==> config.mk <==
export PLATFORM = sky130hd
export DESIGN_NAME = kt_div
export DESIGN_NICKNAME = d
export VERILOG_FILES = /design/src/assert_macros.svh /design/src/kt_pkg.sv /design/src/kt_div.sv
export SDC_FILE = /design/constraint.sdc
export NUM_CORES = 1
export LEC_CHECK = 0
export BUFFER_PORTS_ARGS = -buffer_cell sky130_fd_sc_hd__buf_2
export CORE_ASPECT_RATIO = 0.7
export CORE_UTILIZATION = 32
export CTS_CLUSTER_DIAMETER = 150
export DETAILED_ROUTE_END_ITERATION = 6
export GPL_ROUTABILITY_DRIVEN = 0
export PLACE_DENSITY_LB_ADDON = 0.25
export SYNTH_ARGS = -nofsm -noshare
export SYNTH_HDL_FRONTEND = slang
export SYNTH_SLANG_ARGS = --single-unit
==> constraint.sdc <==
create_clock -name clk_i -period 5.8 [get_ports clk_i]
set_clock_uncertainty 0.15 [all_clocks]
set_input_delay 1.16 -clock clk_i [delete_from_list [all_inputs] [get_ports clk_i]]
set_output_delay 1.16 -clock clk_i [all_outputs]
set_load 0.03 [all_outputs]
==> src/assert_macros.svh <==
// Assertion macros for the tracker RTL.
// They sample on clk_i and are disabled while rst_ni is low.
`ifndef ASSERT_MACROS_SVH
`define ASSERT_MACROS_SVH
`ifndef SYNTHESIS
`define KT_ASSERT(lbl, prop, msg) \
  lbl: assert property (@(posedge clk_i) disable iff (!rst_ni) prop) else $error(msg);
`define KT_ASSERT_NEVER(lbl, expr, msg) \
  lbl: assert property (@(posedge clk_i) disable iff (!rst_ni) !(expr)) else $error(msg);
`else
`define KT_ASSERT(lbl, prop, msg)
`define KT_ASSERT_NEVER(lbl, expr, msg)
`endif
`endif

==> src/kt_pkg.sv <==
// Shared types, constants and saturation helpers for the 2D tracker.
// No dependencies.
package kt_pkg;

  localparam int unsigned TRACK_FRAC_BITS = 16;
  localparam int unsigned DT_FRAC_BITS    = 20;
  localparam int unsigned WORD_W          = 32;
  localparam int unsigned DT_W            = 24;
  localparam int unsigned OPND_W          = 33;
  localparam int unsigned PROD_W          = 66;
  localparam int unsigned DIVIDEND_W      = 64;
  localparam int unsigned DIVISOR_W       = 33;
  localparam int unsigned DIV_CNT_W       = $clog2(DIVIDEND_W);
  localparam int unsigned SQ_W            = WORD_W + TRACK_FRAC_BITS + 2;
  localparam int unsigned SQ_STEPS        = (SQ_W + 1) / 2;
  localparam int unsigned SQ_CNT_W        = $clog2(SQ_STEPS);

  localparam logic [WORD_W-1:0] PROC_NOISE_RESET = 32'd655;
  localparam logic [WORD_W-1:0] MEAS_NOISE_RESET = 32'd6554;

  localparam logic signed [PROD_W-1:0] WIDE_MAX = (PROD_W'(1) << (WORD_W - 1)) - PROD_W'(1);
  localparam logic signed [PROD_W-1:0] WIDE_MIN = -WIDE_MAX - PROD_W'(1);

  typedef enum logic {
    REG_PROCESS_NOISE     = 1'b0,
    REG_MEASUREMENT_NOISE = 1'b1
  } kt_reg_e;

  typedef enum logic {
    CMD_MEASURE = 1'b0,
    CMD_RESTART = 1'b1
  } kt_cmd_e;

  typedef enum logic [2:0] {
    OP_POS,
    OP_VEL,
    OP_PA,
    OP_PB,
    OP_PC
  } kt_op_e;

  typedef enum logic [3:0] {
    ST_IDLE,
    ST_M0,
    ST_M1,
    ST_M2,
    ST_M3,
    ST_M4,
    ST_M5,
    ST_SUM,
    ST_DMUL,
    ST_DLOAD,
    ST_DWAIT,
    ST_SQLOAD,
    ST_SQRUN,
    ST_SQSTORE,
    ST_OUT
  } kt_state_e;

  function automatic logic signed [WORD_W-1:0] sat32(input logic signed [PROD_W-1:0] v);
    if (v > WIDE_MAX) begin
      return WIDE_MAX[WORD_W-1:0];
    end else if (v < WIDE_MIN) begin
      return WIDE_MIN[WORD_W-1:0];
    end else begin
      return v[WORD_W-1:0];
    end
  endfunction

  function automatic logic signed [WORD_W-1:0] clamp_var(input logic signed [PROD_W-1:0] v);
    if (v[PROD_W-1]) begin
      return '0;
    end else if (v > WIDE_MAX) begin
      return WIDE_MAX[WORD_W-1:0];
    end else begin
      return v[WORD_W-1:0];
    end
  endfunction

endpackage

==> src/kt_div.sv <==
// Radix-2 restoring divider, one quotient bit per cycle.
// Depends on kt_pkg for operand widths.
module kt_div import kt_pkg::*; (
  input  logic                  clk_i,
  input  logic                  rst_ni,
  input  logic                  start_i,
  input  logic [DIVIDEND_W-1:0] dividend_i,
  input  logic [DIVISOR_W-1:0]  divisor_i,
  output logic                  done_o,
  output logic [DIVIDEND_W-1:0] quotient_o
);

  logic                  busy_q;
  logic                  done_q;
  logic [DIV_CNT_W-1:0]  cnt_q;
  logic [DIVISOR_W-1:0]  rem_q;
  logic [DIVISOR_W-1:0]  dvs_q;
  logic [DIVIDEND_W-1:0] quo_q;
  logic [DIVISOR_W:0]    trial;
  logic [DIVISOR_W:0]    diff;
  logic                  ge;

  assign trial = {rem_q, quo_q[DIVIDEND_W-1]};
  assign ge    = trial >= {1'b0, dvs_q};
  assign diff  = trial - {1'b0, dvs_q};

  always_ff @(posedge clk_i or negedge rst_ni) begin
    if (!rst_ni) begin
      busy_q <= 1'b0;
      done_q <= 1'b0;
      cnt_q  <= '0;
    end else begin
      done_q <= 1'b0;
      if (start_i) begin
        busy_q <= 1'b1;
        cnt_q  <= '0;
      end else if (busy_q) begin
        cnt_q <= cnt_q + DIV_CNT_W'(1);
        if (cnt_q == DIV_CNT_W'(DIVIDEND_W - 1)) begin
          busy_q <= 1'b0;
          done_q <= 1'b1;
        end
      end
    end
  end

  always_ff @(posedge clk_i) begin
    if (start_i) begin
      rem_q <= '0;
      dvs_q <= divisor_i;
      quo_q <= dividend_i;
    end else if (busy_q) begin
      rem_q <= ge ? diff[DIVISOR_W-1:0] : trial[DIVISOR_W-1:0];
      quo_q <= {quo_q[DIVIDEND_W-2:0], ge};
    end
  end

  assign done_o     = done_q;
  assign quotient_o = quo_q;

endmodule

### After elaboration in Yosys (flattened, before gate mapping)

Index checks and enable logic that the tools add are counted.
Widths: inputs -> output; s select.

* add/subtract/negate cells: 2
* order comparisons: 1
* multiplexer cells: 11
* reductions and logical operators: 1
* equality and inequality tests: 1

Operator list (number)
* $mux 64: 2
* $ge 34x33->1: 1
* $mux 33: 1
* $sub 33x33->33: 1
* $mux 6: 2
* $add 6x1->6 const B: 1
* $eq 6x6->1 const B: 1
* $mux 1: 6
* $reduce_bool 2->1: 1

* output and inout port bits: 65
* input bits: 100
* word-level logic and storage cells: 22
* flip-flop bits (word level): 138

### Longest topological paths before layout

* depth after elaboration: 4
* depth in mapped cells: 14
* gate-level depth less buffers: 13

### Least setup slack after synthesis

Ideal clock, no wire load.

* path type: input to register
* from: input start_i
* to: register quo_q[0], in the netlist quotient_o[0] (enable)
* data required time: 5.232 ns
* buffers on the path: 3
* cell stages on the path: 5
* setup time: 0.418 ns
* setup slack: 2.028 ns
* data arrival time: 3.204 ns
* cell sequence: clkbuf_1 -> clkbuf_1 -> nor2_1 -> clkbuf_1 -> inv_1

* word-level cells in the longest chain between the ends: 1

Ends and longest elaborated chain
* start, declared: line kt_div.sv:6 `input logic start_i,`
* $reduce_bool 2->1 (no source line)
* end signal, assigned: line kt_div.sv:51 `quo_q <= dividend_i;`
* end signal, assigned: line kt_div.sv:54 `quo_q <= {quo_q[DIVIDEND_W-2:0], ge};`
* end, declared: line kt_div.sv:18 `logic [DIVIDEND_W-1:0] quo_q;`

No other way between the ends.
A chain may end at the register's enable or synchronous reset.

### Worst setup path in the final report

* from: register quo_q[63], in the netlist quotient_o[63]
* to: register quo_q[0], in the netlist quotient_o[0], data pin

* word-level cells in the longest chain between the ends: 3

Ends and longest elaborated chain
* $ge 34x33->1: line kt_div.sv:24 `assign ge = trial >= {1'b0, dvs_q};`
* $mux 64: line kt_div.sv:52 `end else if (busy_q) begin`
* $mux 64: line kt_div.sv:48 `if (start_i) begin`

No other way between the ends. The select of a mux whose other input is x is not followed.

==> results.toml <==
[critical_path]
worstPathArrival_ns = 3.99
critPathLaunchType = "flip-flop"
path_class = "flip-flop to flip-flop"
rr_startpoint = "quotient_o[63]$_DFFE_PP_"
r2r-end = "quotient_o[0]$_DFFE_PP_"
reg2reg_depth = 12
cp_max_fo = 18
crit_chain = "inv_1 -> ha_1 -> inv_1 -> fa_1 -> a211oi_2 -> o21ai_2 -> a31oi_4 -> o211ai_4 -> o311ai_4 -> nand3_1 -> buf_4 -> mux2_2"
max_stage_delay_ns = 0.54
crit_required_ns = 5.82
cp_common_cell = "inv_1"
r2r_slack_ns = 1.84
endpoint = "quotient_o[0]$_DFFE_PP_"
slowest_stage = "nand3_1"
critPathLaunch = "quotient_o[63]$_DFFE_PP_"
end_kind = "flip-flop"

[logic_synthesis]
synth_area_um2 = 7480
synth.ff_latch_count = 138
synth_fa_ha_area_frac = 0.0595
synth_top_cells_by_count = "97 x edfxtp_1, 65 x mux2_2, 62 x nand2_1, 52 x nor2_1, 47 x inv_1"
synth_top_family_by_area = "compound AO/OA/AOI/OAI gates"
synthMuxAreaShare = 0.106
async_flop_share = 0.0580
synthSimpleGateAreaFrac = 0.0980
synth-edff-count = 97
ys_types = 58
synth_compound_area_frac = 0.156
synth_xor_area_frac = 0.0328
netlist_instances = 664
ys.flop_type = "edfxtp_1"
ys_seq_area_frac = 0.504
yosys_warnings = 0
synthDominantCellAreaShare = 0.389
syn_nets = 799
yosys.area.top_type = "edfxtp_1"
avgSynthCellArea_um2 = 11.3
ys_top_cells_by_area = "edfxtp_1 39%, mux2_2 9.8%, dfxtp_1 8.8%"
yosysMostFrequentCell = "edfxtp_1"

[clock_network]
cts_resized = 0
ctsHtreeMaxLevel = 4
cts_tree = "built"
numCtsBuffers = 17
cts_buffer_depth = 2
clock_latency_ns = 0.42
hold_buffers = 0
path_clk_slew_ns = 0.06
cts_setup_buffers = 0
clkSinkCount = 138
cts-root-buf = "clkbuf_16"

[global_route]
grt_pass1_wl_um = 29300
grt_pass1_vias = 5443
grtUsageTotal = 0.160
antenna_found_initial = 1
overflow = 0
grt_max_degree = 77

[route]
first_pass_iters = 5
drcViolationCount = 0
vias = 5634
vias_per_cell = 4.90
routedWlPerCell_um = 15.9
drtIter0Drc = 415
final_antenna_net_count = 0
drt_wl_total_um = 18200

[timing]
tns_ns = 0
whs_ns = 0.353
finalCritPeriodShare = 0.683
rsz0062_at_grt = "no"
finalHoldViolCount = 0
fmax_mhz = 252
slew_violations = 0
tightest_slew_ns = 0.965
setup_viol = 0
period_needed_ns = 3.96
max_slew_margin = 0.357

[place]
hpwl_um = 12800
dpl_cell_area_um2 = 8580
dpl.cell_count = 1117
port_buffers = 164

[floorplan]
fp-row-count = 46
die_area_um2 = 24000
start_util = 0.328
die_y_um = 130
die-width_um = 185
pin_count = 165
placeableCoreArea_um2 = 22800

[pwr]
p_total_mw = 3.79
leakage_nw = 3.85
ir_drop_uv = 239
powerDensity_nw_per_um2 = 413

[finish]
finalNonFillerCells = 1149
layout-drive-gt1-share = 0.348
nets = 959
antenna_cells = 0
syn2layout_area_growth_pct = 22.5
fillCellCount = 2285
design_area_um2 = 9170

[status]
status = "finished, final reports clean"

[job]
maxCapViolCount = 0

[hold_path]
hold_class = "flip-flop to flip-flop"
report_power, final:
group	switching (mW)	leakage, nW	internal (mW)
combinational	0.824	2.18	0.535
sequential	0.114	1.37	1.23
clock	0.444	0.287	0.644
total	1.38	3.85	2.41
placed cells by master (no fill, tap or decap), drive strengths merged, types with 3 or more instances in the layout:
cell type	synthesis	final
a211o	3	3
a211oi	11	11
a21boi	3	3
a21o	14	14
a21oi	34	34
a311oi	17	17
a31oi	7	7
a32oi	6	6
and3	3	3
buf	5	168
clkbuf	22	21
dfrtp	8	8
dfxtp	33	33
edfxtp	97	97
ha	34	34
inv	47	53
mux2	66	66
mux2i	5	5
nand2	63	63
nand2b	4	4
nand3	9	9
nand4	7	7
nor2	52	52
nor2b	4	4
nor3	10	10
o211ai	5	5
o21a	4	4
o21ai	35	35
o21bai	7	7
o31ai	5	5
or3	5	5
xnor2	20	20
xor2	8	8
worst min-delay path by stage:
stage | from | endpoint | slack [ns] | cells after the start
after floorplan | rem_q[16]$_SDFFE_PP0P_ | rem_q[16]$_SDFFE_PP0P_ | 0.30 | 2
after global placement | rem_q[31]$_SDFFE_PP0P_ | rem_q[32]$_SDFFE_PP0P_ | 0.33 | 2
after detailed placement | rem_q[2]$_SDFFE_PP0P_ | rem_q[2]$_SDFFE_PP0P_ | 0.35 | 2
after CTS | rem_q[2]$_SDFFE_PP0P_ | rem_q[2]$_SDFFE_PP0P_ | 0.35 | 2
after global routing | rem_q[31]$_SDFFE_PP0P_ | rem_q[32]$_SDFFE_PP0P_ | 0.37 | 2
final | rem_q[2]$_SDFFE_PP0P_ | rem_q[2]$_SDFFE_PP0P_ | 0.35 | 2
through the flow:
step,util,setup WS (ns)
2_1_floorplan,-,2.03
3_3_place_gp,0.376,1.96
3_5_place_dp,0.376,1.86
4_1_cts,0.402,1.81
5_1_grt,0.402,1.63
6_report,0.402,1.84
critical path, delay by kind of cell (launching register included):
family	cells	cell delay, ns
adder cells (fa/ha/maj)	2	0.59
AO/OA/AOI/OAI	5	1.15
flip-flops	1	0.41
multiplexers	1	0.29
buffers and inverters	3	0.58
AND/OR/NAND/NOR	1	0.54
logic make-up (layout without fill, tap and decap cells):
logic type	after synthesis	in the layout
adders and majority gates	35	35
muxes	71	71
DFF	138	138
xor gates and xnor gates	28	28
and+or+nand+nor	163	163
buffers and inverters	74	247
AOI/OAI and AO/OA	155	155
routing by layer:
| layer | wire, um | vias up | global-route usage |
|---|---|---|---|
| met5 | 0 | - | 0 |
| met4 | 142 | 0 | 0.0447 |
| met3 | 1380 | 11 | 0.0569 |
| met2 | 7560 | 159 | 0.222 |
| met1 | 9160 | 2685 | 0.233 |
| li1 | - | 2779 | - |
layout make-up:
type / count / area (um^2) / share of cell area
well taps: 312 / 390 / 0.0426
multi-input cells: 452 / 3380 / 0.369
flip-flops and latches: 138 / 3770 / 0.412
repair buffers: 168 / 857 / 0.0935
clock buffers: 21 / 482 / 0.0526
clock inverters: 11 / 105 / 0.0115
inverters: 47 / 176 / 0.0192
registers in the layout (all words and copies together) (netlist names):
register,count
quotient_o,64
dvs_q,33
rem_q,33
cnt_q,6
busy_q,1
done_o,1
Note: power is estimated with default switching activity, not from simulation.
